### config.mk
export PLATFORM = sky130hd
export DESIGN_NAME = heart_beat_detector_top
export DESIGN_NICKNAME = d
export VERILOG_FILES = /design/src/hdl/hbd_pkg.sv /design/src/hdl/hbd_front.sv /design/src/hdl/hbd_queue.sv /design/src/hdl/hbd_back.sv /design/src/hdl/heart_beat_detector_top.sv
export SDC_FILE = /design/constraint.sdc
export NUM_CORES = 1
export LEC_CHECK = 0
export ABC_CLOCK_PERIOD_IN_PS = 14800
export BUFFER_PORTS_ARGS = -buffer_cell sky130_fd_sc_hd__buf_2
export CELL_PAD_IN_SITES_DETAIL_PLACEMENT = 1
export CELL_PAD_IN_SITES_GLOBAL_PLACEMENT = 1
export CORE_ASPECT_RATIO = 1.4
export CORE_MARGIN = 1
export CORE_UTILIZATION = 35
export CTS_CLUSTER_SIZE = 12
export DETAILED_ROUTE_END_ITERATION = 7
export PLACE_DENSITY = 0.66
export SLEW_MARGIN = 20
export SYNTH_ARGS = -nofsm -noshare
export SYNTH_HDL_FRONTEND = slang
export SYNTH_HIERARCHICAL = 1
export SYNTH_SLANG_ARGS = --single-unit
### constraint.sdc
create_clock -name clock -period 14.8 [get_ports clock]
set_input_delay 2.96 -clock clock [delete_from_list [all_inputs] [get_ports clock]]
set_output_delay 2.96 -clock clock [all_outputs]
set_load 0.005 [all_outputs]
### src/hdl/hbd_pkg.sv
// Shared types and constants of the heart beat detector.
// Used by every module of the block; depends on nothing else.
`timescale 1ns / 1ps
`default_nettype none

package hbd_pkg;

   localparam int SAMPLE_W = 10;
   localparam int THR_W    = 10;
   localparam int IVL_W    = 12;
   localparam int BPM_W    = 8;
   localparam int SII_W    = 8;
   localparam int CSR_IDX_W = 2;
   localparam int CSR_DATA_W = 12;

   // Register indexes of the configuration port.
   typedef enum logic [CSR_IDX_W-1:0] {
      CSR_SAMPLE_INTERVAL = 2'd0,
      CSR_DEFAULT_THRESHOLD = 2'd1,
      CSR_REFRACTORY = 2'd2,
      CSR_TIMEOUT = 2'd3
   } csr_index_type;

   localparam logic [SII_W-1:0] SAMPLE_INTERVAL_RESET = 8'd2;
   localparam logic [THR_W-1:0] DEFAULT_THRESHOLD_RESET = 10'd750;
   localparam logic [IVL_W-1:0] REFRACTORY_RESET = 12'd250;
   localparam logic [IVL_W-1:0] TIMEOUT_RESET = 12'd2500;

   localparam logic [THR_W-1:0] LEVEL_MID = 10'd512;
   localparam logic [THR_W-1:0] LEVEL_MAX = 10'd1023;
   localparam logic [IVL_W-1:0] INTERVAL_RESET = 12'd750;
   localparam logic [IVL_W-1:0] INTERVAL_TIMEOUT = 12'd600;
   localparam logic [IVL_W-1:0] ELAPSED_MAX = 12'd4095;

   // x / 5 == (x * 3277) >> 14 for every 12-bit x.
   localparam logic [IVL_W-1:0] DIV5_MUL = 12'd3277;
   localparam int DIV5_SHIFT = 14;

   // Rate division: 60000 / mean, saturating at 255 for means below 236.
   localparam int DVD_W = 16;
   localparam logic [DVD_W-1:0] BPM_DIVIDEND = 16'd60000;
   localparam int DIV_STEPS = 16;
   localparam logic [IVL_W-1:0] MEAN_SAT = 12'd236;
   localparam logic [BPM_W-1:0] BPM_MAX = 8'd255;

   localparam int QUEUE_DEPTH = 4;

   typedef struct packed {
      logic [SII_W-1:0] sample_interval_ms;
      logic [THR_W-1:0] default_threshold;
      logic [IVL_W-1:0] refractory_ms;
      logic [IVL_W-1:0] timeout_ms;
   } cfg_type;

   // What the back end has to do with the rate for one sample.
   typedef enum logic [1:0] {
      KIND_KEEP,
      KIND_CLEAR,
      KIND_DIVIDE
   } kind_type;

   typedef struct packed {
      kind_type kind;
      logic beat;
      logic pulse;
      logic [IVL_W-1:0] interval;
      logic [THR_W-1:0] threshold;
   } item_type;

   typedef enum logic [2:0] {
      BK_IDLE,
      BK_MULT,
      BK_MEAN,
      BK_DIV,
      BK_OUT
   } back_state_type;

endpackage

`default_nettype wire

### src/hdl/hbd_front.sv
// Front end: takes one sample per transfer and updates the beat tracking state.
// Depends on hbd_pkg; pushes one classified item per sample into the queue.
`timescale 1ns / 1ps
`default_nettype none

module hbd_front
   import hbd_pkg::*;
#(
   parameter int HISTORY_DEPTH = 10,
   localparam int SUM_W = IVL_W + $clog2(HISTORY_DEPTH)
) (
   input  wire logic                clock,
   input  wire logic                reset,
   input  wire cfg_type             cfg,
   input  wire logic                accept,
   input  wire logic [SAMPLE_W-1:0] sample,
   output item_type                 item,
   output logic [SUM_W-1:0]         sum
);

   logic [IVL_W-1:0] tsb_ff, tsb_in;
   logic [IVL_W-1:0] last_ff, last_in;
   logic [THR_W-1:0] peak_ff, peak_in;
   logic [THR_W-1:0] trough_ff, trough_in;
   logic [THR_W-1:0] thr_ff, thr_in;
   logic             pulse_ff, pulse_in;
   logic             first_ff, first_in;
   logic             second_ff, second_in;
   logic [IVL_W-1:0] hist_ff [HISTORY_DEPTH];
   logic [IVL_W-1:0] hist_in [HISTORY_DEPTH];
   logic [SUM_W-1:0] sum_ff, sum_in;

   logic [IVL_W:0]     elapsed_raw;
   logic [IVL_W-1:0]   elapsed;
   logic [2*IVL_W-1:0] div5_prod;
   logic [THR_W-1:0]   div5;
   logic [IVL_W-1:0]   guard;
   logic [THR_W-1:0]   peak_upd, trough_upd;
   logic               beat_cond, first_beat;
   logic signed [THR_W:0]   amp, half;
   logic signed [THR_W+1:0] mid;
   kind_type           kind;
   logic               beat;

   always_comb begin
      elapsed_raw = {1'b0, tsb_ff} + (IVL_W+1)'(cfg.sample_interval_ms);
      elapsed = elapsed_raw[IVL_W] ? ELAPSED_MAX : elapsed_raw[IVL_W-1:0];
      div5_prod = (2*IVL_W)'(last_ff) * (2*IVL_W)'(DIV5_MUL);
      div5 = div5_prod[DIV5_SHIFT +: THR_W];
      guard = (IVL_W'(div5) << 1) + IVL_W'(div5);

      trough_upd = trough_ff;
      if (sample < thr_ff && elapsed > guard && sample < trough_ff) begin
         trough_upd = sample;
      end
      peak_upd = peak_ff;
      if (sample > thr_ff && sample > peak_ff) begin
         peak_upd = sample;
      end

      beat_cond = elapsed > cfg.refractory_ms && sample > thr_ff && !pulse_ff &&
                  elapsed > guard;
      first_beat = beat_cond && first_ff;

      // Midpoint of peak and trough, division truncating toward zero.
      amp = $signed({1'b0, peak_upd}) - $signed({1'b0, trough_upd});
      half = (amp + ((amp < 0) ? (THR_W+1)'(1) : (THR_W+1)'(0))) >>> 1;
      mid = (THR_W+2)'(half) + $signed({2'b00, trough_upd});
   end

   always_comb begin
      tsb_in = elapsed;
      last_in = last_ff;
      peak_in = peak_upd;
      trough_in = trough_upd;
      thr_in = thr_ff;
      pulse_in = pulse_ff;
      first_in = first_ff;
      second_in = second_ff;
      hist_in = hist_ff;
      sum_in = sum_ff;
      kind = KIND_KEEP;
      beat = 1'b0;

      if (beat_cond) begin
         pulse_in = 1'b1;
         last_in = elapsed;
         tsb_in = '0;
         if (first_ff) begin
            first_in = 1'b0;
            second_in = 1'b1;
         end else begin
            // A second beat seeds the whole history with its interval.
            for (int i = 0; i < HISTORY_DEPTH - 1; i++) begin
               hist_in[i] = second_ff ? elapsed : hist_ff[i+1];
            end
            hist_in[HISTORY_DEPTH-1] = elapsed;
            if (second_ff) begin
               sum_in = SUM_W'(elapsed) * SUM_W'(HISTORY_DEPTH);
            end else begin
               sum_in = sum_ff - SUM_W'(hist_ff[0]) + SUM_W'(elapsed);
            end
            second_in = 1'b0;
            kind = KIND_DIVIDE;
            beat = 1'b1;
         end
      end

      if (!first_beat) begin
         if (sample < thr_ff && pulse_ff) begin
            priority if (mid < 0) begin
               thr_in = '0;
            end else if (mid > $signed({2'b00, LEVEL_MAX})) begin
               thr_in = LEVEL_MAX;
            end else begin
               thr_in = mid[THR_W-1:0];
            end
            pulse_in = 1'b0;
            peak_in = thr_in;
            trough_in = thr_in;
         end
         if (elapsed > cfg.timeout_ms) begin
            thr_in = cfg.default_threshold;
            peak_in = LEVEL_MID;
            trough_in = LEVEL_MID;
            tsb_in = '0;
            first_in = 1'b1;
            second_in = 1'b0;
            beat = 1'b0;
            kind = KIND_CLEAR;
            last_in = INTERVAL_TIMEOUT;
            pulse_in = 1'b0;
         end
      end
   end

   always_ff @(posedge clock) begin
      if (reset) begin
         tsb_ff <= '0;
         last_ff <= INTERVAL_RESET;
         peak_ff <= LEVEL_MID;
         trough_ff <= LEVEL_MID;
         thr_ff <= DEFAULT_THRESHOLD_RESET;
         pulse_ff <= 1'b0;
         first_ff <= 1'b1;
         second_ff <= 1'b0;
      end else if (accept) begin
         tsb_ff <= tsb_in;
         last_ff <= last_in;
         peak_ff <= peak_in;
         trough_ff <= trough_in;
         thr_ff <= thr_in;
         pulse_ff <= pulse_in;
         first_ff <= first_in;
         second_ff <= second_in;
      end
   end

   // The history is read only after a second beat has seeded it.
   always_ff @(posedge clock) begin
      if (accept) begin
         hist_ff <= hist_in;
         sum_ff <= sum_in;
      end
   end

   assign item.kind = kind;
   assign item.beat = beat;
   assign item.pulse = pulse_in;
   assign item.interval = last_in;
   assign item.threshold = thr_in;
   assign sum = sum_in;

   // A counted beat always leaves the pulse flag set.
   a_beat_sets_pulse: assert property (@(posedge clock) disable iff (reset)
      accept && item.beat |=> pulse_ff)
      else $error("beat counted without pulse flag");

endmodule

`default_nettype wire

### src/hdl/hbd_queue.sv
// Short queue between the front end and the rate back end.
// Depends on hbd_pkg for its depth; payload width is a parameter.
`timescale 1ns / 1ps
`default_nettype none

module hbd_queue
   import hbd_pkg::*;
#(
   parameter int DATA_W = 32
) (
   input  wire logic              clock,
   input  wire logic              reset,
   input  wire logic              push,
   input  wire logic [DATA_W-1:0] push_data,
   input  wire logic              pop,
   output logic [DATA_W-1:0]      head_data,
   output logic                   full,
   output logic                   empty
);

   localparam int PTR_W = $clog2(QUEUE_DEPTH);
   localparam int CNT_W = $clog2(QUEUE_DEPTH + 1);

   logic [DATA_W-1:0] mem_ff [QUEUE_DEPTH];
   logic [PTR_W-1:0]  wr_ff, wr_in;
   logic [PTR_W-1:0]  rd_ff, rd_in;
   logic [CNT_W-1:0]  cnt_ff, cnt_in;

   always_comb begin
      wr_in = wr_ff;
      rd_in = rd_ff;
      cnt_in = cnt_ff;
      if (push) begin
         wr_in = (wr_ff == PTR_W'(QUEUE_DEPTH - 1)) ? '0 : wr_ff + 1'b1;
      end
      if (pop) begin
         rd_in = (rd_ff == PTR_W'(QUEUE_DEPTH - 1)) ? '0 : rd_ff + 1'b1;
      end
      if (push && !pop) begin
         cnt_in = cnt_ff + 1'b1;
      end else if (pop && !push) begin
         cnt_in = cnt_ff - 1'b1;
      end
   end

   always_ff @(posedge clock) begin
      if (reset) begin
         wr_ff <= '0;
         rd_ff <= '0;
         cnt_ff <= '0;
      end else begin
         wr_ff <= wr_in;
         rd_ff <= rd_in;
         cnt_ff <= cnt_in;
      end
   end

   always_ff @(posedge clock) begin
      if (push) begin
         mem_ff[wr_ff] <= push_data;
      end
   end

   assign head_data = mem_ff[rd_ff];
   assign full = (cnt_ff == CNT_W'(QUEUE_DEPTH));
   assign empty = (cnt_ff == '0);

   a_no_overflow: assert property (@(posedge clock) disable iff (reset)
      push |-> !full || pop)
      else $error("queue written while full");

   a_no_underflow: assert property (@(posedge clock) disable iff (reset)
      pop |-> !empty)
      else $error("queue read while empty");

endmodule

`default_nettype wire

### src/hdl/hbd_back.sv
// Back end: keeps the rate, works out the mean interval and 60000 / mean.
// Depends on hbd_pkg; reads items from the queue and drives the result channel.
`timescale 1ns / 1ps
`default_nettype none

module hbd_back
   import hbd_pkg::*;
#(
   parameter int HISTORY_DEPTH = 10,
   localparam int SUM_W = IVL_W + $clog2(HISTORY_DEPTH)
) (
   input  wire logic             clock,
   input  wire logic             reset,
   input  wire logic             empty,
   input  wire item_type         head_item,
   input  wire logic [SUM_W-1:0] head_sum,
   output logic                  pop,
   output logic                  rsp_valid,
   input  wire logic             rsp_stall,
   output logic [BPM_W-1:0]      rsp_bpm,
   output logic                  rsp_beat_detected,
   output logic                  rsp_pulse_active,
   output logic [IVL_W-1:0]      rsp_interval_ms,
   output logic [THR_W-1:0]      rsp_threshold_now
);

   // floor(sum / depth) as a multiply by a rounded-up reciprocal.
   localparam int K = SUM_W + $clog2(HISTORY_DEPTH);
   localparam int PROD_W = SUM_W + K;
   localparam logic [K-1:0] RECIP = K'(((1 << K) + HISTORY_DEPTH - 1) / HISTORY_DEPTH);
   localparam int CNT_W = $clog2(DIV_STEPS);

   back_state_type state_ff, state_in;
   logic [BPM_W-1:0]  bpm_ff, bpm_in;
   item_type          item_ff, item_in;
   logic [SUM_W-1:0]  sum_ff, sum_in;
   logic [PROD_W-1:0] prod_ff, prod_in;
   logic [IVL_W-1:0]  mean_ff, mean_in;
   logic [IVL_W-1:0]  rem_ff, rem_in;
   logic [DVD_W-1:0]  dvd_ff, dvd_in;
   logic [CNT_W-1:0]  cnt_ff, cnt_in;

   logic [IVL_W-1:0] mean_w;
   logic [IVL_W:0]   trial;
   logic             qbit;

   assign mean_w = prod_ff[K +: IVL_W];
   assign trial = {rem_ff, dvd_ff[DVD_W-1]};
   assign qbit = (trial >= {1'b0, mean_ff});

   always_comb begin
      state_in = state_ff;
      unique case (state_ff)
         BK_IDLE: begin
            if (!empty) begin
               state_in = (head_item.kind == KIND_DIVIDE) ? BK_MULT : BK_OUT;
            end
         end
         BK_MULT: state_in = BK_MEAN;
         BK_MEAN: state_in = (mean_w < MEAN_SAT) ? BK_OUT : BK_DIV;
         BK_DIV: begin
            if (cnt_ff == CNT_W'(DIV_STEPS - 1)) begin
               state_in = BK_OUT;
            end
         end
         BK_OUT: begin
            if (!rsp_stall) begin
               state_in = BK_IDLE;
            end
         end
         default: state_in = BK_IDLE;
      endcase
   end

   always_comb begin
      pop = (state_ff == BK_IDLE) && !empty;
      rsp_valid = (state_ff == BK_OUT);
   end

   always_comb begin
      bpm_in = bpm_ff;
      item_in = item_ff;
      sum_in = sum_ff;
      prod_in = prod_ff;
      mean_in = mean_ff;
      rem_in = rem_ff;
      dvd_in = dvd_ff;
      cnt_in = cnt_ff;
      unique case (state_ff)
         BK_IDLE: begin
            if (pop) begin
               item_in = head_item;
               sum_in = head_sum;
               if (head_item.kind == KIND_CLEAR) begin
                  bpm_in = '0;
               end
            end
         end
         BK_MULT: prod_in = PROD_W'(sum_ff) * PROD_W'(RECIP);
         BK_MEAN: begin
            // Means below the limit, zero included, give a saturated rate.
            if (mean_w < MEAN_SAT) begin
               bpm_in = BPM_MAX;
            end
            mean_in = mean_w;
            rem_in = '0;
            dvd_in = BPM_DIVIDEND;
            cnt_in = '0;
         end
         BK_DIV: begin
            rem_in = qbit ? IVL_W'(trial - {1'b0, mean_ff}) : trial[IVL_W-1:0];
            dvd_in = {dvd_ff[DVD_W-2:0], qbit};
            cnt_in = cnt_ff + 1'b1;
            if (cnt_ff == CNT_W'(DIV_STEPS - 1)) begin
               bpm_in = dvd_in[BPM_W-1:0];
            end
         end
         BK_OUT: ;
         default: ;
      endcase
   end

   always_ff @(posedge clock) begin
      if (reset) begin
         state_ff <= BK_IDLE;
         bpm_ff <= '0;
      end else begin
         state_ff <= state_in;
         bpm_ff <= bpm_in;
      end
   end

   always_ff @(posedge clock) begin
      item_ff <= item_in;
      sum_ff <= sum_in;
      prod_ff <= prod_in;
      mean_ff <= mean_in;
      rem_ff <= rem_in;
      dvd_ff <= dvd_in;
      cnt_ff <= cnt_in;
   end

   assign rsp_bpm = bpm_ff;
   assign rsp_beat_detected = item_ff.beat;
   assign rsp_pulse_active = item_ff.pulse;
   assign rsp_interval_ms = item_ff.interval;
   assign rsp_threshold_now = item_ff.threshold;

   // Every interval is below 4096 ms, so a counted beat never reports zero.
   a_beat_has_rate: assert property (@(posedge clock) disable iff (reset)
      rsp_valid && rsp_beat_detected |-> rsp_bpm != '0)
      else $error("beat reported with zero rate");

   // A timeout clears the rate before its result is shown.
   a_clear_zero: assert property (@(posedge clock) disable iff (reset)
      rsp_valid && item_ff.kind == KIND_CLEAR |-> rsp_bpm == '0)
      else $error("timeout result with nonzero rate");

   // The divisor holds through all division steps.
   a_divisor_stable: assert property (@(posedge clock) disable iff (reset)
      state_ff == BK_DIV && $past(state_ff == BK_DIV) |-> $stable(mean_ff))
      else $error("divisor changed during division");

endmodule

`default_nettype wire

### src/hdl/heart_beat_detector_top.sv
// Top level of the heart beat detector: configuration registers, front end,
// queue and rate back end. Depends on hbd_pkg, hbd_front, hbd_queue, hbd_back.
//
//   Channel   Direction  Handshake          Payload
//   req_      in         valid / stall      sample
//   rsp_      out        valid / stall      bpm, beat_detected, pulse_active,
//                                            interval_ms, threshold_now
//   csr_      in         valid / ready      index, wdata
//
// The front end takes a sample and queues its item in the same cycle. The back end
// sends a plain item to output; a counted beat passes queue, multiply, saturation
// check, sixteen division steps and output, skipping the division when the rate
// saturates. The four-entry queue lets the front end keep taking samples while the
// back end divides or the result side stalls; req_stall rises only when it fills.
// Synchronous active-high reset restores all but the history and data registers.
`timescale 1ns / 1ps
`default_nettype none

module heart_beat_detector_top
   import hbd_pkg::*;
#(
   parameter int HISTORY_DEPTH = 10
) (
   input  wire logic                  clock,
   input  wire logic                  reset,

   input  wire logic                  req_valid,
   output logic                       req_stall,
   input  wire logic [SAMPLE_W-1:0]   req_sample,

   output logic                       rsp_valid,
   input  wire logic                  rsp_stall,
   output logic [BPM_W-1:0]           rsp_bpm,
   output logic                       rsp_beat_detected,
   output logic                       rsp_pulse_active,
   output logic [IVL_W-1:0]           rsp_interval_ms,
   output logic [THR_W-1:0]           rsp_threshold_now,

   input  wire logic                  csr_valid,
   output logic                       csr_ready,
   input  wire logic [CSR_IDX_W-1:0]  csr_index,
   input  wire logic [CSR_DATA_W-1:0] csr_wdata
);

   localparam int SUM_W = IVL_W + $clog2(HISTORY_DEPTH);
   localparam int ITEM_W = $bits(item_type);
   localparam int QDATA_W = ITEM_W + SUM_W;

   cfg_type cfg_ff, cfg_in;

   logic             req_accept;
   item_type         front_item;
   logic [SUM_W-1:0] front_sum;
   logic             q_full, q_empty, q_pop;
   logic [QDATA_W-1:0] q_head;
   item_type         head_item;
   logic [SUM_W-1:0] head_sum;

   // Configuration writes are always taken; the user must issue them only while idle.
   assign csr_ready = 1'b1;

   always_comb begin
      cfg_in = cfg_ff;
      if (csr_valid && csr_ready) begin
         unique case (csr_index)
            CSR_SAMPLE_INTERVAL: cfg_in.sample_interval_ms = csr_wdata[SII_W-1:0];
            CSR_DEFAULT_THRESHOLD: cfg_in.default_threshold = csr_wdata[THR_W-1:0];
            CSR_REFRACTORY: cfg_in.refractory_ms = csr_wdata[IVL_W-1:0];
            CSR_TIMEOUT: cfg_in.timeout_ms = csr_wdata[IVL_W-1:0];
            default: ;
         endcase
      end
   end

   always_ff @(posedge clock) begin
      if (reset) begin
         cfg_ff.sample_interval_ms <= SAMPLE_INTERVAL_RESET;
         cfg_ff.default_threshold <= DEFAULT_THRESHOLD_RESET;
         cfg_ff.refractory_ms <= REFRACTORY_RESET;
         cfg_ff.timeout_ms <= TIMEOUT_RESET;
      end else begin
         cfg_ff <= cfg_in;
      end
   end

   // The front end only advances when the queue has room for its item.
   assign req_stall = q_full;
   assign req_accept = req_valid && !q_full;

   hbd_front #(
      .HISTORY_DEPTH(HISTORY_DEPTH)
   ) u_front (
      .clock (clock),
      .reset (reset),
      .cfg   (cfg_ff),
      .accept(req_accept),
      .sample(req_sample),
      .item  (front_item),
      .sum   (front_sum)
   );

   hbd_queue #(
      .DATA_W(QDATA_W)
   ) u_queue (
      .clock    (clock),
      .reset    (reset),
      .push     (req_accept),
      .push_data({front_sum, front_item}),
      .pop      (q_pop),
      .head_data(q_head),
      .full     (q_full),
      .empty    (q_empty)
   );

   assign head_item = q_head[ITEM_W-1:0];
   assign head_sum = q_head[QDATA_W-1:ITEM_W];

   // The back end owns the rate, so it applies timeouts and beats in order.
   hbd_back #(
      .HISTORY_DEPTH(HISTORY_DEPTH)
   ) u_back (
      .clock            (clock),
      .reset            (reset),
      .empty            (q_empty),
      .head_item        (head_item),
      .head_sum         (head_sum),
      .pop              (q_pop),
      .rsp_valid        (rsp_valid),
      .rsp_stall        (rsp_stall),
      .rsp_bpm          (rsp_bpm),
      .rsp_beat_detected(rsp_beat_detected),
      .rsp_pulse_active (rsp_pulse_active),
      .rsp_interval_ms  (rsp_interval_ms),
      .rsp_threshold_now(rsp_threshold_now)
   );

endmodule

`default_nettype wire

Word-level counts from Yosys, hierarchy flattened
Memory sizes are Yosys's and may differ from the RTL's. A register that Yosys moved wholly into a read port is not among the register bits.
Index checks and enable logic that the tools add are counted.
Widths: inputs -> output; s select.
Operators by class
  $add $sub $neg: 13
  multipliers: 3
  order comparisons: 12
  equality and inequality tests: 19
  multiplexer cells: 75
  bitwise gates (word level): 1
  reductions and logical operators: 31
Operators with widths (count)
  $mux 12: 17
  $mux 10: 13
  $mux 16: 3
  $gt 12x12->1: 3
  $mux 8: 4
  $pmux 16 s2: 1
  $mul 16x16->31 const B: 1
  $mul 12x12->24 const B: 1
  $pmux 12 s2: 1
  $pmux 8 s3: 1
  $mux 3: 7
  $gt 10x10->1: 2
  $lt 10x10->1: 2
  $mux 1: 18
  $add 16x12->16: 1
  $mux 2: 8
  $sub 16x12->16: 1
  $mul 12x3->15 const B: 1
  $pmux 3 s5: 1
  $add 12x8->13: 1
  $ge 13x12->1: 1
  $add 10x11->12: 1
  $add 11x10->12: 1
  $gt 12x11->1 const B: 1
  29 further kinds: 63
Word-level totals
  register bits: 368
  memory bits (writable): 168
  bits of input ports: 29
  output and inout bits: 35
  word-level logic and storage cells: 193
  memories: 1
Memories
  u_queue.mem_ff: words 4, bits a word 42, rd ports 1, clocked after Yosys merged registers in 1, wr ports 1, line hbd_queue.sv:24  | logic [DATA_W-1:0] mem_ff [QUEUE_DEPTH];

Longest topological paths before layout
Gate-level depths: netlist (run 1).
  word-level depth: 17
  gate-level depth with buffers: 63

By module
The synthesis (run 1) kept the hierarchy.
By module, submodules not included
  hbd_front: times used 1, cells an instance 1745, area an instance 16221.8 um^2, sequential area each 5225.0 um^2
  hbd_back: times used 1, cells an instance 752, area an instance 8689.6 um^2, sequential area each 3103.0 um^2
  hbd_queue: times used 1, cells an instance 264, area an instance 6553.8 um^2, sequential area each 5225.0 um^2
  heart_beat_detector_top: times used 1, cells an instance 172, area an instance 1736.7 um^2, sequential area each 840.8 um^2

Worst setup path after synthesis (run 1)
OpenSTA, ideal clock, no wires.
  path kind: reg2reg
  start: reg u_front.last_ff[5]
  end: reg u_front/hist_ff[0] in the netlist's numbering (enable)
  arrival: 12.858 ns
  path slack: 1.341 ns
  cell stages (with the launch flop): 36
  clock period less this slack: 13.459 ns
  path through: dfxtp_1 > ha_1 > ha_1 > inv_1 > fa_1 > inv_1 > fa_1 > inv_1 > fa_1 > inv_1 > ha_1 > a21o_1 > a21o_1 > a21oi_1 > o21ai_0 > a21oi_1 > o21bai_1 > a21oi_1 > xnor2_1 > ha_1 > a21oi_1 > nor3_1 > a22o_1 > a311oi_1 > o21bai_1 > a21oi_1 > o21ai_0 > xnor2_1 > ha_1 > nand4_1 > a211oi_1 > o41ai_2 > nor3_1 > nand2b_1 > clkbuf_1 > nor2_1
On the way
  longest elaborated chain between the ends: 5
Ends and longest elaborated chain
  start: declaration: line hbd_front.sv:22  | logic [IVL_W-1:0] last_ff, last_in;
  start signal: assignment: line hbd_front.sv:149  | last_ff <= last_in;
  $mul 12x12->24: line hbd_front.sv:48  | div5_prod = (2*IVL_W)'(last_ff) * (2*IVL_W)'(DIV5_MUL);
  $add 11x10->12: line hbd_front.sv:50  | guard = (IVL_W'(div5) << 1) + IVL_W'(div5);
  $gt 12x12->1: line hbd_front.sv:62  | elapsed > guard;
  $logic_and 1x1->1: line hbd_front.sv:61  | beat_cond = elapsed > cfg.refractory_ms && sample > thr_ff && !pulse_ff &&
  $reduce_and 3->1 (no source line)
  end signal: assignment: line hbd_front.sv:162  | hist_ff <= hist_in;
  end: declaration: line hbd_front.sv:29  | logic [IVL_W-1:0] hist_ff [HISTORY_DEPTH];
Every way passes these cells.
A chain may end at the register's enable or synchronous reset.

Worst setup path in the final report (run 1)
  start: reg u_front.last_ff[4]
  end: reg u_front.trough_ff[3]
On the way
  longest elaborated chain between the ends: 17
  elaborated cells between the ends (all ways): 20
  classes of those cells: 4 x add/sub; 1 x mul; 4 x order compare; 7 x mux; 4 x reduce/logical
Ends and longest elaborated chain
  $mul 12x12->24 *: line hbd_front.sv:48
  $add 11x10->12 *: line hbd_front.sv:50
  $gt 12x12->1 *: line hbd_front.sv:53, hbd_front.sv:62
  $logic_and 1x1->1 (2 in a row): line hbd_front.sv:53  | if (sample < thr_ff && elapsed > guard && sample < trough_ff) begin
  $mux 10: line hbd_front.sv:53
  $sub 10x10->11: line hbd_front.sv:66  | amp = $signed({1'b0, peak_upd}) - $signed({1'b0, trough_upd});
  $lt 11x1->1: line hbd_front.sv:67  | half = (amp + ((amp < 0) ? (THR_W+1)'(1) : (THR_W+1)'(0))) >>> 1;
  $mux 1: line hbd_front.sv:67
  $add 11x2->11: line hbd_front.sv:67
  $add 10x11->12: line hbd_front.sv:68  | mid = (THR_W+2)'(half) + $signed({2'b00, trough_upd});
  $gt 12x11->1: line hbd_front.sv:113  | end else if (mid > $signed({2'b00, LEVEL_MAX})) begin
  $mux 10: line hbd_front.sv:113
  $mux 10: line hbd_front.sv:111  | priority if (mid < 0) begin
  $mux 10: line hbd_front.sv:110  | if (sample < thr_ff && pulse_ff) begin
  $mux 10: line hbd_front.sv:122  | if (elapsed > cfg.timeout_ms) begin
  $mux 10 *: line hbd_front.sv:109  | if (!first_beat) begin
  end signal: assignment: line hbd_front.sv:151  | trough_ff <= trough_in;
  end: declaration: line hbd_front.sv:24  | logic [THR_W-1:0] trough_ff, trough_in;
Mark *: on every way between the ends. The rest lies on a longest branch, timed or not.

==> flow_summary_export.csv, run 1 <==
group,metric,value,unit
global_routing,grt_pass1_wl,136000,microns
synth,synth_xor_area_share,2.91,%
setup_path,start_kind,"flop",
floorplan,die_x,262,microns
cts,hold_buffers,0,
synth,async_flop_share,0,%
synth,ys_types,100,
cts,root_buffer,"clkbuf_16",
placement,place_area,0.0350,sq mm
timing,setup_viol,0,
synth,mappedNetlistNets,3464,
synth,synthAdderAreaFrac,22.0,%
global_routing,grt_max_degree,87,
drt,avgRoutedWirePerCell,19.9,microns
drt,firstDrtPassIters,5,
cts,cts_tree,"built",
placement,gp_congestion,0.890,
cts,clk_path_buf_depth,3,
setup_path,timing.critical_path.fanout_max,13,
timing,setup_tns,0,ns
timing,worstMarginPinSlew,1.02,ns
setup_path,cp.arrival,14.49,ns
finish,fin_nets,3541,
synth,synth-compound-area-share,10.2,%
global_routing,overflow,0,
synth,synth_top_family_by_area,"adder cells",
floorplan,start_util,35.3,%
setup_path,path_class,"flop to flop",
setup_path,crit_path_max_incr_delay,0.54,ns
finish,drive_gt1_share,9.75,%
synth,yosysWarningCount,6,
synth,synth-edff-count,400,
cts,clock_latency,0.64,ns
synth,synth_cells,2933,
synth,netlist_area,0.0332,sq mm
timing,max_slew_margin,31.0,%
drt,via_per_inst,5.15,
setup_path,end_kind,"flop",
floorplan,ios,64,
run,drv_cap,0,
timing,finalMaxSlewViolations,0,
placement,dp_hpwl,63000,microns
floorplan,die_h,366,microns
cts,cts_buffers,56,
timing,rsz0062_at_grt,"false",
synth,synth_seq_area_share,43.4,%
drt,route.detailed.drc,0,
synth,synth_ff_type,"edfxtp_1",
timing,fmax,71.8,MHz
status,outcome,"finished clean",
cts,cts_resized,0,
synth,synth_area_per_cell,11.3,sq um
placement,portBuffers,62,
drt,drtIter0Drc,994,
synth,ys_seq_elements,519,
global_routing,grt_use_total,18.0,%
timing,hold_violations,0,
cts,post-cts-setup-buffer-count,0,
finish,area_growth,10.8,%
cts,clkTransAtPathRegs,0.06,ns
setup_path,slowest_stage,"fa_1",
floorplan,core,0.0940,sq mm
min_path,hp-class,"flop to flop",
finish,diodes,0,
finish,final_cell_area,0.0368,sq mm
drt,vias,22000,
global_routing,grt_pass1_vias,24100,
floorplan,num_rows,133,
synth,synthSimpleGateAreaFrac,9.80,%
timing,min_period,13.94,ns
setup_path,crit_top_cell,"ha_1",
cts,h-tree-depth,2,
cts,cts_sinks,519,
floorplan,die-area,0.0961,sq mm
drt,routed_wl,85000,microns
timing,skew,0.0292,ns
timing,period_share,94.2,%
synth,synthMuxAreaShare,5.58,%
drt,drt.antenna.violating_nets,0,
setup_path,crit_required,15.35,ns
global_routing,antenna_found_initial,1,
timing,fin_hold_ws,0.427,ns
[path summary, 6_finish.rpt]
kind	start	end	slack, ns	depth (start not counted)
worst max register to register	u_front/last_ff[4]	u_front/trough_ff[3]	0.86	56
worst max-delay path	u_front/last_ff[4]	u_front/trough_ff[3]	0.86	56
worst min register to register	u_back/prod_ff[20]	u_back/mean_ff[0]	0.43	0
worst min-delay path	u_back/prod_ff[20]	u_back/mean_ff[0]	0.43	0
[critical path: cells and delay by family, from the launching register on]
| kind | cells | cell delay, ns |
|---|---|---|
| buffers and inverters | 5 | 0.39 |
| DFF | 1 | 0.50 |
| adders and majority gates | 11 | 3.98 |
| and+or+nand+nor | 9 | 2.19 |
| muxes | 2 | 0.77 |
| AOI/OAI and AO/OA | 25 | 5.31 |
| xor gates and xnor gates | 4 | 0.70 |
[registers in the layout, indices dropped and copies added (netlist names), 12 cells and up, named ones only]
name                    flops
u_back/dvd_ff              16
u_back/rem_ff              12
u_front/tsb_ff             12
u_front/last_ff            12
u_back/prod_ff             12
u_queue/mem_ff            168
u_front/sum_ff             16
u_front/hist_ff           120
u_back/sum_ff              16
u_back/mean_ff             12
u_back/rsp_interval_ms     12
cfg_ff                     42
[per-layer routing]
metal	vias to the layer above	GRT usage, %	part of all wire (%)
li1	10500	-	-
met1	11100	21.0	41
met2	302	34.1	53
met3	131	1.75	2.5
met4	0	5.89	3.1
met5	-	0	0
[per-stage QoR]
step	setup WS [ns]	util, %	instances
floorplan	1.34	-	2933
global placement	0.586	37.2	4167
detailed placement	0.372	37.2	4167
CTS	0.238	39.1	4270
global route	0.0341	39.1	4270
finish	0.864	39.1	4270
[cells by family after synthesis]
logic type	after synthesis
other	1
adder cells (fa/ha/maj)	504
flip-flops	519
multiplexers	128
buffers and inverters	509
AND/OR/NAND/NOR	678
AO/OA/AOI/OAI	489
XOR/XNOR	105
[final cells by class]
class / count / area [sq um]
flip-flops and latches: 519 / 14400
repair buffers: 109 / 666
well taps: 1215 / 1520
fillers: 10200 / 57200
clock inverters: 23 / 229
inverters: 419 / 1570
clock buffers: 80 / 1560
multi-input cells: 1905 / 16900
[cells in the final DEF, fill, tap and decap left out, drive strengths merged, types with 12 or more instances in the layout]
cell type	instances
nor2	298
clkinv	12
o21bai	17
inv	423
o21ai	101
edfxtp	400
nand4	15
mux2i	78
o22ai	14
a21oi	122
nor2b	34
mux4	42
dfxtp	119
a31oi	15
nand2b	63
o21a	52
a211oi	14
and2	20
nor3	37
and3	27
nand3	36
xor2	43
a21o	32
clkbuf	80
xnor2	62
fa	133
nand2	100
ha	369
buf	109
a22oi	16
[cell usage after synthesis, types with 5 or more instances]
cell	instances	share of area, %
edfxtp_1	400	36
a21oi_1	119	1.8
xnor2_1	60	1.6
nor4_1	5	0.094
a22oi_1	16	0.36
o21bai_1	17	0.38
nor2_1	298	3.4
clkbuf_1	63	0.71
dfxtp_1	119	7.2
a221o_1	8	0.24
and3_1	27	0.51
mux2_2	7	0.24
a311oi_1	10	0.26
a221oi_1	7	0.18
nor2b_1	33	0.62
or2_2	6	0.11
fa_1	133	8.0
a211o_1	10	0.26
a211oi_1	12	0.27
a31oi_1	13	0.24
a21o_1	31	0.70
and2_1	20	0.38
buf_2	11	0.17
inv_1	419	4.7
mux4_2	40	2.7
nand2_1	100	1.1
nor3_1	35	0.53
o211ai_1	10	0.23
o31ai_1	5	0.11
xor2_1	42	1.1
mux2i_1	76	2.3
nand3_1	36	0.54
o22ai_1	14	0.26
nand2b_1	63	1.2
o311ai_1	6	0.16
o21ai_0	92	1.4
ha_1	369	14
o21a_1	52	1.2
nand4_1	15	0.28
buf_4	5	0.11
o21ai_1	8	0.12
or3_1	11	0.21
Power of run 1 is not shown: default switching activity piles up to over one toggle a cycle in this logic, so the estimate is an artifact.
==> inputs of run 2 (changes only) <==
Settings changed: CORE_MARGIN 1 to 2, REMOVE_ABC_BUFFERS set to 1.
==> run 2 against run 1 <==
  * Critical path depth up 5
  * Setup slack improved by 0.17 ns
  * Clock skew grew 0.042 ns
  * Non-clock buffer count shrank 3
  * Register-to-register slack better by 0.17 ns
  * Global-route usage is 0.37 points lower
  * Fmax rose by 1.3%
  * Sequential cell count stayed put
  * Hold slack worse by 0.0071 ns
  * Final area is essentially flat
  * Die area is 1.3% higher
  * Utilization about the same
  * Critical endpoint is now u_front/trough_ff[5]
==> flow_summary_export.csv, run 2 (synthesis gave the netlist of run 1 again) <==
group,metric,value,unit
status,outcome,"finished clean",
setup_path,path_class,"flop to flop",
setup_path,crit_top_cell,"ha_1",
global_routing,antenna_found_initial,2,
drt,via_per_inst,5.12,
global_routing,grt_pass1_vias,23900,
timing,fmax,72.7,MHz
floorplan,num_rows,133,
drt,routed_wl,84600,microns
timing,period_share,93.0,%
finish,mostFrequentLayoutCells,"inv_1 (419), edfxtp_1 (400), ha_1 (369)",
min_path,holdPathStages,0,
cts,clk_path_buf_depth,3,
setup_path,cp.arrival,14.31,ns
cts,cts_buffers,55,
placement,gp_congestion,0.855,
run,drv_cap,0,
placement,portBuffers,62,
setup_path,r2r_start,"u_front/last_ff[4]",
placement,dp_hpwl,62800,microns
drt,route.detailed.drc,0,
setup_path,crit_required,15.35,ns
finish,final_cell_area,0.0368,sq mm
cts,cts_sinks,519,
timing,worstMarginPinSlew,1.04,ns
floorplan,die-area,0.0974,sq mm
setup_path,crit_buf_inv,7,
setup_path,rr_endpoint,"u_front/trough_ff[5]",
setup_path,ff2ff_path_depth,61,
setup_path,r2r_setup_slack,1.04,ns
timing,finalWorstSetupSlack,1.04,ns
finish,diodes,0,
setup_path,critPathTopFamily,"compound AO/OA/AOI/OAI gates",
cts,cts_tree,"built",
finish,fillCellCount,10200,
setup_path,end_kind,"flop",
timing,max_slew_margin,29.9,%
global_routing,grt_max_degree,92,
placement,preCtsSetupSlack,0.531,ns
floorplan,die_h,368,microns
timing,setup_viol,0,
finish,fin_nets,3537,
floorplan,core,0.0940,sq mm
floorplan,die_x,264,microns
cts,h-tree-depth,2,
setup_path,critPathLaunch,"u_front/last_ff[4]",
setup_path,start_kind,"flop",
cts,clock_latency,0.64,ns
drt,drtIter0Drc,1003,
setup_path,timing.critical_path.fanout_max,15,
timing,skew,0.0710,ns
setup_path,crit_path_max_incr_delay,0.54,ns
finish,largest_registers,"u_queue/mem_ff x168, u_front/hist_ff x120, cfg_ff x42",
cts,hold_buffers,0,
global_routing,grt_pass1_wl,134000,microns
finish,drive_gt1_share,9.67,%
min_path,hp-class,"flop to flop",
drt,avgRoutedWirePerCell,19.8,microns
setup_path,slowest_stage,"fa_1",
drt,vias,21800,
timing,setup_tns,0,ns
placement,place_area,0.0350,sq mm
cts,root_buffer,"clkbuf_16",
finish,largest_reg_flops,168,
floorplan,start_util,35.3,%
drt,firstDrtPassIters,4,
timing,rsz0062_at_grt,"false",
min_path,min_from,"u_back/prod_ff[20]",
global_routing,overflow,0,
finish,regMostFlops,"u_queue/mem_ff",
timing,min_period,13.76,ns
timing,hold_violations,0,
cts,clkTransAtPathRegs,0.06,ns
floorplan,ios,64,
finish,layout_commonest_cell,"inv_1",
min_path,whs_endpoint,"u_back/mean_ff[0]",
timing,finalMaxSlewViolations,0,
global_routing,grt_use_total,17.6,%
finish,area_growth,10.9,%
drt,drt.antenna.violating_nets,0,
## run 2: area by class of cell
cell class,instances,area (sq um),area share [%]
clock buffers,90,1630,4.42
clock inverters,13,181,0.493
inverters,419,1570,4.27
multi-input cells,1905,16900,45.8
flip-flops and latches,519,14400,39.1
well taps,1215,1520,4.13
repair buffers,106,656,1.78
## run 2: timing repair
action / in CTS / in global routing
buffers inserted: 0 / 0
resized for setup: 0 / 11
endpoints found under the setup margin: 0 / 66
## run 2: worst max-delay path by stage
stage                                      end  cells past startpoint
after floorplan             u_front/hist_ff[0]                     34
after global placement    u_queue/mem_ff[2][2]                     56
after detailed placement  u_queue/mem_ff[3][2]                     56
after CTS                 u_queue/mem_ff[0][2]                     56
after global routing      u_front/trough_ff[5]                     61
final                     u_front/trough_ff[5]                     61
## run 2: per-layer routing
metal / track usage [%] / wire (microns) / vias up
met5: 0 / 27 / -
met4: 7.26 / 3500 / 4
met3: 2.29 / 2440 / 152
met2: 34.1 / 45900 / 279
met1: 19.1 / 32800 / 11000
li1: - / - / 10400
## run 2: stage by stage
step | instances | util [%] | hold slack [ns]
6_report | 4267 | 39.2 | 0.420
5_1_grt | 4267 | 39.2 | 0.434
4_1_cts | 4267 | 39.1 | 0.421
3_5_place_dp | 4164 | 37.2 | 0.406
3_3_place_gp | 4164 | 37.2 | 0.406
2_1_floorplan | 2843 | - | 0.400
Power of run 2 is left out for the same reason.
